--- src/hw/rtl/stunp_pkg.sv ---
// ----------------------------------------------------------------------------
// stunp_pkg
// shared types, attribute codes and helpers of the stun message parser
// ----------------------------------------------------------------------------
`default_nettype none

package stunp_pkg;

  localparam int unsigned MaxMsgBytes  = 2048;
  localparam int unsigned HeaderBytes  = 20;
  localparam int unsigned CountW       = $clog2(MaxMsgBytes) + 1;
  localparam int unsigned QueueDepth   = 8;
  localparam int unsigned QueuePtrW    = $clog2(QueueDepth);
  localparam int unsigned QueueLevelW  = QueuePtrW + 1;

  localparam logic [15:0] TypeMappedAddr   = 16'h0001;
  localparam logic [15:0] TypeRespAddr     = 16'h0002;
  localparam logic [15:0] TypeChangeReq    = 16'h0003;
  localparam logic [15:0] TypeSourceAddr   = 16'h0004;
  localparam logic [15:0] TypeChangedAddr  = 16'h0005;
  localparam logic [15:0] TypeUsername     = 16'h0006;
  localparam logic [15:0] TypePassword     = 16'h0007;
  localparam logic [15:0] TypeIntegrity    = 16'h0008;
  localparam logic [15:0] TypeErrorCode    = 16'h0009;
  localparam logic [15:0] TypeUnknownAttr  = 16'h000A;
  localparam logic [15:0] TypeReflectedFrom = 16'h000B;
  localparam logic [15:0] TypeXorMapped    = 16'h0020;
  localparam logic [15:0] TypeXorOnly      = 16'h0021;
  localparam logic [15:0] TypeServerName   = 16'h0022;
  localparam logic [15:0] TypeSecondary    = 16'h0050;
  localparam logic [15:0] MandatoryMax     = 16'h7FFF;
  localparam logic [7:0]  FamilyIpv4       = 8'h01;

  localparam logic [1:0] CfgStringLimit  = 2'd0;
  localparam logic [1:0] CfgErrorLimit   = 2'd1;
  localparam logic [1:0] CfgUnknownLimit = 2'd2;

  typedef enum logic [2:0] {
    PH_HEADER, PH_AHDR, PH_VALUE, PH_DONE, PH_ERROR
  } phase_t;

  typedef enum logic [2:0] {
    K_OTHER, K_ADDR, K_CHANGE, K_ERROR, K_ULIST, K_STRING, K_INTEG, K_XORONLY
  } kind_t;

  typedef enum logic [2:0] {
    ST_OK, ST_SHORT_HDR, ST_MISMATCH, ST_OVERRUN,
    ST_BAD_LEN, ST_BAD_FAMILY, ST_UNK_MAND, ST_TOO_LARGE
  } status_t;

  typedef struct packed {
    logic [10:0] string_limit;
    logic [10:0] error_limit;
    logic [10:0] unknown_list_limit;
  } limits_t;

  typedef struct packed {
    logic        result_kind;
    logic [15:0] attr_type;
    logic [10:0] attr_length;
    logic [15:0] port;
    logic [31:0] address;
    logic [31:0] value_word;
    logic [15:0] msg_type;
    logic [7:0]  id_first;
    status_t     status;
    logic        last_result;
  } result_t;

  typedef struct packed {
    logic [1:0] count;
    result_t    first;
    result_t    second;
  } push_t;

  function automatic kind_t kind_of(input logic [15:0] t);
    kind_t k;
    unique case (t)
      TypeMappedAddr, TypeRespAddr, TypeSourceAddr, TypeChangedAddr,
      TypeReflectedFrom, TypeXorMapped, TypeSecondary: k = K_ADDR;
      TypeChangeReq:   k = K_CHANGE;
      TypeErrorCode:   k = K_ERROR;
      TypeUnknownAttr: k = K_ULIST;
      TypeUsername, TypePassword, TypeServerName: k = K_STRING;
      TypeIntegrity:   k = K_INTEG;
      TypeXorOnly:     k = K_XORONLY;
      default:         k = K_OTHER;
    endcase
    return k;
  endfunction

endpackage

`default_nettype wire

--- src/hw/rtl/stunp_parser.sv ---
// ----------------------------------------------------------------------------
// stunp_parser
// per-byte header and attribute walker, emits up to two results per byte
// ----------------------------------------------------------------------------
`default_nettype none

module stunp_parser (
  input  wire logic              clk,
  input  wire logic              rst_n,
  input  wire logic              byte_valid,
  input  wire logic [7:0]        data_byte,
  input  wire logic              last_byte,
  input  stunp_pkg::limits_t     limits,
  output stunp_pkg::push_t       push
);

  localparam int unsigned CW = stunp_pkg::CountW;

  logic [CW-1:0]        byte_count_r, byte_count_nxt;
  logic [15:0]          header_type_r, header_type_nxt;
  logic [15:0]          header_length_r, header_length_nxt;
  logic [15:0]          bytes_left_r, bytes_left_nxt;
  stunp_pkg::phase_t    phase_r, phase_nxt;
  logic [15:0]          cur_type_r, cur_type_nxt;
  logic [15:0]          cur_length_r, cur_length_nxt;
  logic [15:0]          vidx_r, vidx_nxt;
  logic [15:0]          port_r, port_nxt;
  logic [31:0]          word_r, word_nxt;
  logic [7:0]           id_r, id_nxt;
  stunp_pkg::status_t   err_r, err_nxt;

  always_comb begin
    stunp_pkg::kind_t   k;
    logic [15:0]        len;
    logic [15:0]        bl_dec;
    logic [15:0]        vi_inc;
    logic               bad;
    logic               fin;
    logic               attr_v;
    stunp_pkg::result_t attr_res;
    stunp_pkg::result_t verd;
    stunp_pkg::status_t st;
    logic [16:0]        exp_cnt;

    byte_count_nxt    = byte_count_r;
    header_type_nxt   = header_type_r;
    header_length_nxt = header_length_r;
    bytes_left_nxt    = bytes_left_r;
    phase_nxt         = phase_r;
    cur_type_nxt      = cur_type_r;
    cur_length_nxt    = cur_length_r;
    vidx_nxt          = vidx_r;
    port_nxt          = port_r;
    word_nxt          = word_r;
    id_nxt            = id_r;
    err_nxt           = err_r;
    k      = stunp_pkg::kind_of(cur_type_r);
    len    = {cur_length_r[15:8], data_byte};
    bl_dec = bytes_left_r - 16'd1;
    vi_inc = vidx_r + 16'd1;
    bad    = 1'b0;
    fin    = 1'b0;
    attr_v = 1'b0;

    unique case (phase_r)
      stunp_pkg::PH_HEADER: begin
        if (byte_count_r == CW'(0)) header_type_nxt[15:8] = data_byte;
        if (byte_count_r == CW'(1)) header_type_nxt[7:0] = data_byte;
        if (byte_count_r == CW'(2)) header_length_nxt[15:8] = data_byte;
        if (byte_count_r == CW'(3)) header_length_nxt[7:0] = data_byte;
        if (byte_count_r == CW'(4)) id_nxt = data_byte;
        if (byte_count_r == CW'(stunp_pkg::HeaderBytes - 1)) begin
          bytes_left_nxt = header_length_r;
          vidx_nxt       = '0;
          phase_nxt      = (header_length_r != '0) ? stunp_pkg::PH_AHDR
                                                   : stunp_pkg::PH_DONE;
        end
      end
      stunp_pkg::PH_AHDR: begin
        bytes_left_nxt = bl_dec;
        case (vidx_r[1:0])
          2'd0: cur_type_nxt[15:8] = data_byte;
          2'd1: cur_type_nxt[7:0] = data_byte;
          2'd2: cur_length_nxt[15:8] = data_byte;
          default: cur_length_nxt[7:0] = data_byte;
        endcase
        if (vidx_r[1:0] != 2'd3) begin
          vidx_nxt = vi_inc;
          if (bl_dec == '0) begin
            err_nxt = stunp_pkg::ST_OVERRUN; phase_nxt = stunp_pkg::PH_ERROR;
          end
        end else begin
          vidx_nxt = '0;
          if (len > bl_dec) begin
            err_nxt = stunp_pkg::ST_OVERRUN; phase_nxt = stunp_pkg::PH_ERROR;
          end else begin
            case (k)
              stunp_pkg::K_ADDR:   bad = len != 16'd8;
              stunp_pkg::K_CHANGE: bad = len != 16'd4;
              stunp_pkg::K_ERROR:
                bad = len >= {5'd0, limits.error_limit} || len < 16'd4;
              stunp_pkg::K_ULIST:
                bad = len >= {5'd0, limits.unknown_list_limit} || len[1:0] != 2'd0;
              stunp_pkg::K_STRING:
                bad = len >= {5'd0, limits.string_limit} || len[1:0] != 2'd0;
              stunp_pkg::K_INTEG:  bad = len != 16'd20;
              default:             bad = 1'b0;
            endcase
            if (k == stunp_pkg::K_OTHER && cur_type_r <= stunp_pkg::MandatoryMax) begin
              err_nxt = stunp_pkg::ST_UNK_MAND; phase_nxt = stunp_pkg::PH_ERROR;
            end else if (bad) begin
              err_nxt = stunp_pkg::ST_BAD_LEN; phase_nxt = stunp_pkg::PH_ERROR;
            end else begin
              port_nxt = '0;
              word_nxt = '0;
              if (len == '0) fin = 1'b1;
              else phase_nxt = stunp_pkg::PH_VALUE;
            end
          end
        end
      end
      stunp_pkg::PH_VALUE: begin
        if (k == stunp_pkg::K_ADDR && vidx_r == 16'd1 && data_byte != stunp_pkg::FamilyIpv4)
        begin
          err_nxt = stunp_pkg::ST_BAD_FAMILY; phase_nxt = stunp_pkg::PH_ERROR;
        end else begin
          case (k)
            stunp_pkg::K_ADDR: begin
              if (vidx_r == 16'd2 || vidx_r == 16'd3) port_nxt = {port_r[7:0], data_byte};
              else if (vidx_r >= 16'd4) word_nxt = {word_r[23:0], data_byte};
            end
            stunp_pkg::K_CHANGE: word_nxt = {word_r[23:0], data_byte};
            stunp_pkg::K_ERROR: begin
              if (vidx_r == 16'd2) word_nxt = word_r | {16'd0, data_byte, 8'd0};
              else if (vidx_r == 16'd3) word_nxt = word_r | {24'd0, data_byte};
            end
            default: ;
          endcase
          bytes_left_nxt = bl_dec;
          vidx_nxt       = vi_inc;
          if (vi_inc == cur_length_r) fin = 1'b1;
        end
      end
      default: ;
    endcase

    // finish of an accepted attribute
    attr_res             = '0;
    attr_res.attr_type   = cur_type_nxt;
    attr_res.attr_length = cur_length_nxt[10:0];
    if (fin) begin
      attr_v   = (k != stunp_pkg::K_OTHER) || (cur_type_nxt <= stunp_pkg::MandatoryMax);
      vidx_nxt = '0;
      phase_nxt = (bytes_left_nxt != '0) ? stunp_pkg::PH_AHDR : stunp_pkg::PH_DONE;
      if (stunp_pkg::kind_of(cur_type_nxt) == stunp_pkg::K_ADDR) begin
        attr_res.port    = port_nxt;
        attr_res.address = word_nxt;
      end else if (stunp_pkg::kind_of(cur_type_nxt) == stunp_pkg::K_CHANGE ||
                   stunp_pkg::kind_of(cur_type_nxt) == stunp_pkg::K_ERROR) begin
        attr_res.value_word = word_nxt;
      end
    end
    attr_res.msg_type = header_type_nxt;
    attr_res.id_first = id_nxt;

    if (byte_count_r < CW'(stunp_pkg::MaxMsgBytes)) byte_count_nxt = byte_count_r + CW'(1);

    // end-of-message verdict
    exp_cnt = {1'b0, header_length_nxt} + 17'(stunp_pkg::HeaderBytes);
    if (byte_count_nxt >= CW'(stunp_pkg::MaxMsgBytes - 1)) st = stunp_pkg::ST_TOO_LARGE;
    else if (byte_count_nxt < CW'(stunp_pkg::HeaderBytes)) st = stunp_pkg::ST_SHORT_HDR;
    else if (17'(byte_count_nxt) != exp_cnt) st = stunp_pkg::ST_MISMATCH;
    else st = err_nxt;
    verd             = '0;
    verd.result_kind = 1'b1;
    verd.msg_type    = header_type_nxt;
    verd.id_first    = id_nxt;
    verd.status      = st;
    verd.last_result = 1'b1;

    push = '0;
    if (byte_valid) begin
      push.count = {1'b0, attr_v} + {1'b0, last_byte};
      push.first  = attr_v ? attr_res : verd;
      push.second = verd;
    end

    if (last_byte) begin
      byte_count_nxt = '0; header_type_nxt = '0; header_length_nxt = '0;
      bytes_left_nxt = '0; phase_nxt = stunp_pkg::PH_HEADER; cur_type_nxt = '0;
      cur_length_nxt = '0; vidx_nxt = '0; port_nxt = '0; word_nxt = '0;
      id_nxt = '0; err_nxt = stunp_pkg::ST_OK;
    end
  end

  always_ff @(posedge clk) begin
    if (!rst_n) begin
      byte_count_r <= '0; header_type_r <= '0; header_length_r <= '0;
      bytes_left_r <= '0; phase_r <= stunp_pkg::PH_HEADER; cur_type_r <= '0;
      cur_length_r <= '0; vidx_r <= '0; port_r <= '0; word_r <= '0;
      id_r <= '0; err_r <= stunp_pkg::ST_OK;
    end else if (byte_valid) begin
      byte_count_r <= byte_count_nxt; header_type_r <= header_type_nxt;
      header_length_r <= header_length_nxt; bytes_left_r <= bytes_left_nxt;
      phase_r <= phase_nxt; cur_type_r <= cur_type_nxt;
      cur_length_r <= cur_length_nxt; vidx_r <= vidx_nxt; port_r <= port_nxt;
      word_r <= word_nxt; id_r <= id_nxt; err_r <= err_nxt;
    end
  end

endmodule

`default_nettype wire

--- src/hw/rtl/stunp_queue.sv ---
// ----------------------------------------------------------------------------
// stunp_queue
// result queue, two pushes and one pop per cycle
// ----------------------------------------------------------------------------
`default_nettype none

module stunp_queue (
  input  wire logic                                clk,
  input  wire logic                                rst_n,
  input  stunp_pkg::push_t                         push,
  input  wire logic                                pop,
  output stunp_pkg::result_t                       head,
  output logic                                     not_empty,
  output logic [stunp_pkg::QueueLevelW-1:0]        level
);

  localparam int unsigned PW = stunp_pkg::QueuePtrW;
  localparam int unsigned LW = stunp_pkg::QueueLevelW;

  stunp_pkg::result_t mem_r [stunp_pkg::QueueDepth];
  logic [PW-1:0] wp_r, wp_nxt, rp_r, rp_nxt;
  logic [LW-1:0] level_r, level_nxt;
  logic          do_pop;

  assign do_pop    = pop && (level_r != '0);
  assign head      = mem_r[rp_r];
  assign not_empty = level_r != '0;
  assign level     = level_r;

  always_comb begin
    wp_nxt    = wp_r + PW'(push.count);
    rp_nxt    = rp_r + PW'(do_pop);
    level_nxt = level_r + LW'(push.count) - LW'(do_pop);
  end

  always_ff @(posedge clk) begin
    if (push.count != 2'd0) mem_r[wp_r] <= push.first;
    if (push.count == 2'd2) mem_r[wp_r + PW'(1)] <= push.second;
  end

  always_ff @(posedge clk) begin
    if (!rst_n) begin
      wp_r <= '0; rp_r <= '0; level_r <= '0;
    end else begin
      wp_r <= wp_nxt; rp_r <= rp_nxt; level_r <= level_nxt;
    end
  end

endmodule

`default_nettype wire

--- src/hw/rtl/stun_message_parser.sv ---
// ----------------------------------------------------------------------------
// stun_message_parser
// byte-serial stun message parser with attribute and verdict results
// ----------------------------------------------------------------------------
// Takes a stun message one byte per word with tlast on the final byte and
// accepts one byte per ready cycle. Each byte is registered, then decoded
// combinationally into the header and attribute state; a finished
// attribute and the end-of-message verdict (attribute first) go into an
// eight-word result queue that drains one word per cycle while out_tready
// is high. in_tready drops only while the queue and the byte in flight
// could need more than the free slots, i.e. when the result side stalls.
// The user must write limits through cfg_ while the block is idle (unchecked).
`default_nettype none

module stun_message_parser (
  input  wire logic         clk,
  input  wire logic         rst_n,
  input  wire logic         in_tvalid,
  output logic              in_tready,
  input  wire logic [7:0]   in_tdata,    // data_byte
  input  wire logic         in_tlast,    // last_byte
  output logic              out_tvalid,
  input  wire logic         out_tready,
  // attr_type, attr_length, port, address, value_word, msg_type, id_first,
  // status, two zero pad bits
  output logic [135:0]      out_tdata,
  output logic              out_tuser,   // result_kind
  output logic              out_tlast,   // last_result
  input  wire logic         cfg_we,
  input  wire logic [1:0]   cfg_index,
  input  wire logic [10:0]  cfg_wdata
);

  localparam int unsigned LW = stunp_pkg::QueueLevelW;

  stunp_pkg::limits_t  limits_r;
  logic                stg_v_r;
  logic [7:0]          stg_byte_r;
  logic                stg_last_r;
  stunp_pkg::push_t    push;
  stunp_pkg::result_t  head;
  logic                not_empty;
  logic [LW-1:0]       level;
  logic [LW:0]         pending;
  logic                in_acc;

  // limit registers
  always_ff @(posedge clk) begin
    if (!rst_n) begin
      limits_r.string_limit       <= 11'd256;
      limits_r.error_limit        <= 11'd260;
      limits_r.unknown_list_limit <= 11'd18;
    end else if (cfg_we) begin
      unique case (cfg_index)
        stunp_pkg::CfgStringLimit:  limits_r.string_limit       <= cfg_wdata;
        stunp_pkg::CfgErrorLimit:   limits_r.error_limit        <= cfg_wdata;
        stunp_pkg::CfgUnknownLimit: limits_r.unknown_list_limit <= cfg_wdata;
        default: ;
      endcase
    end
  end

  // room for two results of the byte in flight and two of the new one
  assign pending   = {1'b0, level} + {{(LW-1){1'b0}}, stg_v_r, 1'b0};
  assign in_tready = pending <= (LW+1)'(stunp_pkg::QueueDepth - 2);
  assign in_acc    = in_tvalid && in_tready;

  // input register
  always_ff @(posedge clk) begin
    if (!rst_n) stg_v_r <= 1'b0;
    else        stg_v_r <= in_acc;
  end
  always_ff @(posedge clk) begin
    if (in_acc) begin
      stg_byte_r <= in_tdata;
      stg_last_r <= in_tlast;
    end
  end

  stunp_parser u_parser (
    .clk        (clk),
    .rst_n      (rst_n),
    .byte_valid (stg_v_r),
    .data_byte  (stg_byte_r),
    .last_byte  (stg_last_r),
    .limits     (limits_r),
    .push       (push)
  );

  stunp_queue u_queue (
    .clk       (clk),
    .rst_n     (rst_n),
    .push      (push),
    .pop       (out_tready),
    .head      (head),
    .not_empty (not_empty),
    .level     (level)
  );

  assign out_tvalid = not_empty;
  assign out_tuser  = head.result_kind;
  assign out_tlast  = head.last_result;
  assign out_tdata  = {2'b00, head.status, head.id_first, head.msg_type,
                       head.value_word, head.address, head.port,
                       head.attr_length, head.attr_type};

  // queue never overfills
  a_level_bound: assert property (@(posedge clk) disable iff (!rst_n)
    level <= LW'(stunp_pkg::QueueDepth))
    else $error("result queue overfilled");

  // a verdict always closes the message
  a_verdict_last: assert property (@(posedge clk) disable iff (!rst_n)
    out_tvalid && out_tuser |-> out_tlast)
    else $error("verdict without last mark");

  // attribute words carry no status and never end the message
  a_attr_clean: assert property (@(posedge clk) disable iff (!rst_n)
    out_tvalid && !out_tuser |-> !out_tlast && out_tdata[133:131] == 3'd0)
    else $error("attribute word with status or last mark");

  // results come only from a byte in flight
  a_push_only_when_busy: assert property (@(posedge clk) disable iff (!rst_n)
    !stg_v_r |-> push.count == 2'd0)
    else $error("result pushed with no byte in flight");

endmodule

`default_nettype wire

--- config.mk ---
export PLATFORM = sky130hd
export DESIGN_NAME = stun_message_parser
export DESIGN_NICKNAME = d
export VERILOG_FILES = /design/src/hw/rtl/stunp_pkg.sv /design/src/hw/rtl/stunp_parser.sv /design/src/hw/rtl/stunp_queue.sv /design/src/hw/rtl/stun_message_parser.sv
export SDC_FILE = /design/constraint.sdc
export NUM_CORES = 2
export LEC_CHECK = 0
export BUFFER_PORTS_ARGS = -buffer_cell sky130_fd_sc_hd__buf_2
export CAP_MARGIN = 15
export CORE_MARGIN = 1.5
export CORE_UTILIZATION = 30
export CTS_CLUSTER_SIZE = 20
export DETAILED_ROUTE_END_ITERATION = 12
export GPL_TIMING_DRIVEN = 1
export PLACE_DENSITY = 0.42
export SETUP_SLACK_MARGIN = 0.02
export SLEW_MARGIN = 15
export SYNTH_ARGS = -nofsm -noshare
export SYNTH_HDL_FRONTEND = slang
export SYNTH_SLANG_ARGS = --single-unit
export TNS_END_PERCENT = 30
--- constraint.sdc ---
create_clock -name clk -period 22.3 [get_ports clk]
set_clock_uncertainty 0.1 [all_clocks]
set_input_delay 4.46 -clock clk [delete_from_list [all_inputs] [get_ports clk]]
set_output_delay 4.46 -clock clk [all_outputs]
set_load 0.02 [all_outputs]
==> impl_metrics.yaml <==
pwr:
  leakage_uw: 0.0219
  power.density_nw_per_um2: 87.8
  peakVddDrop_uv: 80.7
sta:
  fmax_ghz: 0.102
  final-hold-violation-count: 0
  setup_tns_ps: 0
  rsz0062_at_grt: "no"
  slew_headroom: 0.256
  period_needed_ps: 9790
  fin_crit_sh: 0.439
  worst_slew_pin_slew_ps: 1080
  setup-violations-final: 0
  drv_slew: 0
layout:
  seq_area_um2: 28400
  layout_common_cells: "dfxtp_1, nand2_1, o21ai_0, nor2_1, mux4_2"
  area_growth_pct: 14.5
  final_nets: 5802
  drive_above_1_share: 0.174
  multiInputGateArea_um2: 26200
  finalCoreUtilization: 0.346
  finalNonFillerCells: 8312
  fin_area_um2: 64900
  nFillCells: 19100
  final_common_cell: "dfxtp_1"
global_routing:
  gr-total-overflow: 0
  first_global_vias: 43100
  grt_max_degree: 132
  grt_pass1_wl_mm: 297
  antenna_found_initial: 10
  grtUsageTotal: 0.206
clock_network:
  hold_buffers: 0
  h-tree-depth: 4
  post_cts_buffers: 0
  clockBufferDepth: 3
  path_clk_slew_ps: 60
  cts_root_buffer: "clkbuf_16"
  cts.repair.resized: 0
  cts_tree: "yes"
  clk_latency_ps: 820
  clock_sinks: 1303
  cts_buffers: 152
synthesis:
  synthArstFlopShare: 0
  ys_seq_elements: 1303
  synth-edff-count: 233
  ys_seq_area_frac: 0.502
  syn_area_per_cell_um2: 9.92
  ys.flop_type: "dfxtp_1"
  yosysWarnings: 0
  syn_area_um2: 56600
  syn_inst: 5708
  synth.distinct_cells: 105
critical_path:
  arrival_ps: 5230
  cp-end-kind: "output pin"
  critPathRequiredTime_ps: 17740
  cp_slowest_cell: "buf_4"
  cpMostUsedCell: "buf_4"
  worst_r2r_path_depth: 25
  cp-start-kind: "flop"
  cp_max_fo: 50
  worstPathCellList: "buf_4 > buf_4 > buf_4 > mux4_2 > mux2_2 > buf_2"
  critical_path_class: "reg -> out"
  critPathMaxStageDelay_ps: 840
place:
  hpwl_mm: 118
  portBuffers: 164
  place_inst: 8039
  placed_area_um2: 59800
  globalplace.congestion: 0.831
detailed_routing:
  first_pass_iters: 5
  remaining_drc_errors: 0
  wl_met2_mm: 92.5
  ant_nets: 0
  wl_met1_mm: 94.4
  vias: 43000
  viasPerCell: 5.17
  drtIter0Drc: 2958
  drt-total-wl_mm: 199
  avgRoutedWirePerCell_um: 24.0
  wl_met3_mm: 8.32
  highest_layer: "met4"
floorplan:
  die_w_um: 438
  num_io_pins: 167
  row_count: 159
  coreArea_um2: 188000
  die_h_um: 438
  start_util: 0.302
  dieArea_um2: 191000
min_path:
  hp-class: "reg -> reg"
  min_path_cells: 2
job:
  maxCapViolCount: 0
status:
  outcome: "finished clean"
[path summary, 6_finish.rpt]
check / startpoint / end / slack (ps)
max: u_queue.rp_r[0] / out_tdata[47] / 12510
min: u_queue.mem_r[2][104] / u_queue.mem_r[2][104] / 340
max reg2reg: u_parser.bytes_left_r[0] / u_queue.mem_r[7][19] / 13300
min reg2reg: u_queue.mem_r[2][104] / u_queue.mem_r[2][104] / 340
[where the power goes]
group / total (uW) / internal [uW] / switching, uW
Sequential: 2450 / 2410 / 39.1
Clock: 2550 / 1510 / 1040
Combinational: 697 / 258 / 439
Total: 5700 / 4180 / 1520
[synth_stat cells, drive strengths merged, types with 29 or more instances]
master,instances,area share
nand3,48,0.0062
clkbuf,350,0.023
nand2b,29,0.0032
and2,36,0.0040
dfxtp,1070,0.38
mux2,162,0.032
mux4,270,0.11
buf,81,0.0081
xnor2,46,0.0071
ha,75,0.017
nand2,1042,0.069
mux2i,38,0.0068
nor4,31,0.0038
edfxtp,233,0.12
a22o,36,0.0056
inv,90,0.0061
nor2,477,0.032
nor3,53,0.0050
nand4,30,0.0033
a21oi,194,0.017
o21ai,895,0.080
[area by class of cell]
class | instances | area share
sequential | 1303 | 0.438
clock inverter | 41 | 0.00916
multi-input combinational | 3885 | 0.404
tap | 2495 | 0.0481
inverter | 90 | 0.00542
timing repair buffer | 266 | 0.0252
antenna | 3 | 0.000116
clock buffer | 229 | 0.0692
[logic make-up (layout without fill, tap and decap cells)]
logic type               after synthesis  in the layout  synth area share
AND/OR/NAND/NOR                     1892           1892             0.146
AO/OA/AOI/OAI                       1376           1376             0.140
flip-flops                          1303           1303             0.502
buffers and inverters                521            626            0.0374
multiplexers                         470            470             0.146
adder cells (fa/ha/maj)               77             77            0.0173
XOR/XNOR                              68             68            0.0105
other                                  1              5         0.0000662
[registers in the layout, summed over array words and instances (netlist names)]
register and cells:
u_parser.id_r 8, u_parser.header_type_r 16, u_queue.wp_r 3, stg_v_r 1
u_queue.mem_r 1080, u_queue.level 4, u_parser.bytes_left_r 16, u_parser.cur_type_r 16
stg_last_r 1, limits_r 33, stg_byte_r 8, u_parser.port_r 16
u_parser.phase_r 3, u_queue.rp_r 3, u_parser.err_r 3, u_parser.vidx_r 16
u_parser.cur_length_r 16, u_parser.word_r 32, u_parser.header_length_r 16, u_parser.byte_count_r 12
[worst max-delay path, delay by kind of cell (launching register included)]
kind	cells	cell delay [ps]
buffers and inverters	4	2650
flip-flops	1	750
multiplexers	2	930
[metal layers]
layer | GRT usage | vias up
met4 | 0.0526 | 0
met2 | 0.334 | 938
met3 | 0.0275 | 222
met5 | 0 | -
li1 | - | 20300
met1 | 0.289 | 21500
[through the flow]
stage	power, uW	hold WS [ps]	worst slack (ps)
2_1_floorplan	2970	320	15220
3_3_place_gp	3210	328	13170
3_5_place_dp	3210	335	13140
4_1_cts	5780	347	12270
5_1_grt	5910	361	12130
6_report	5700	344	12510
Note: power is estimated with default switching activity, not from simulation.
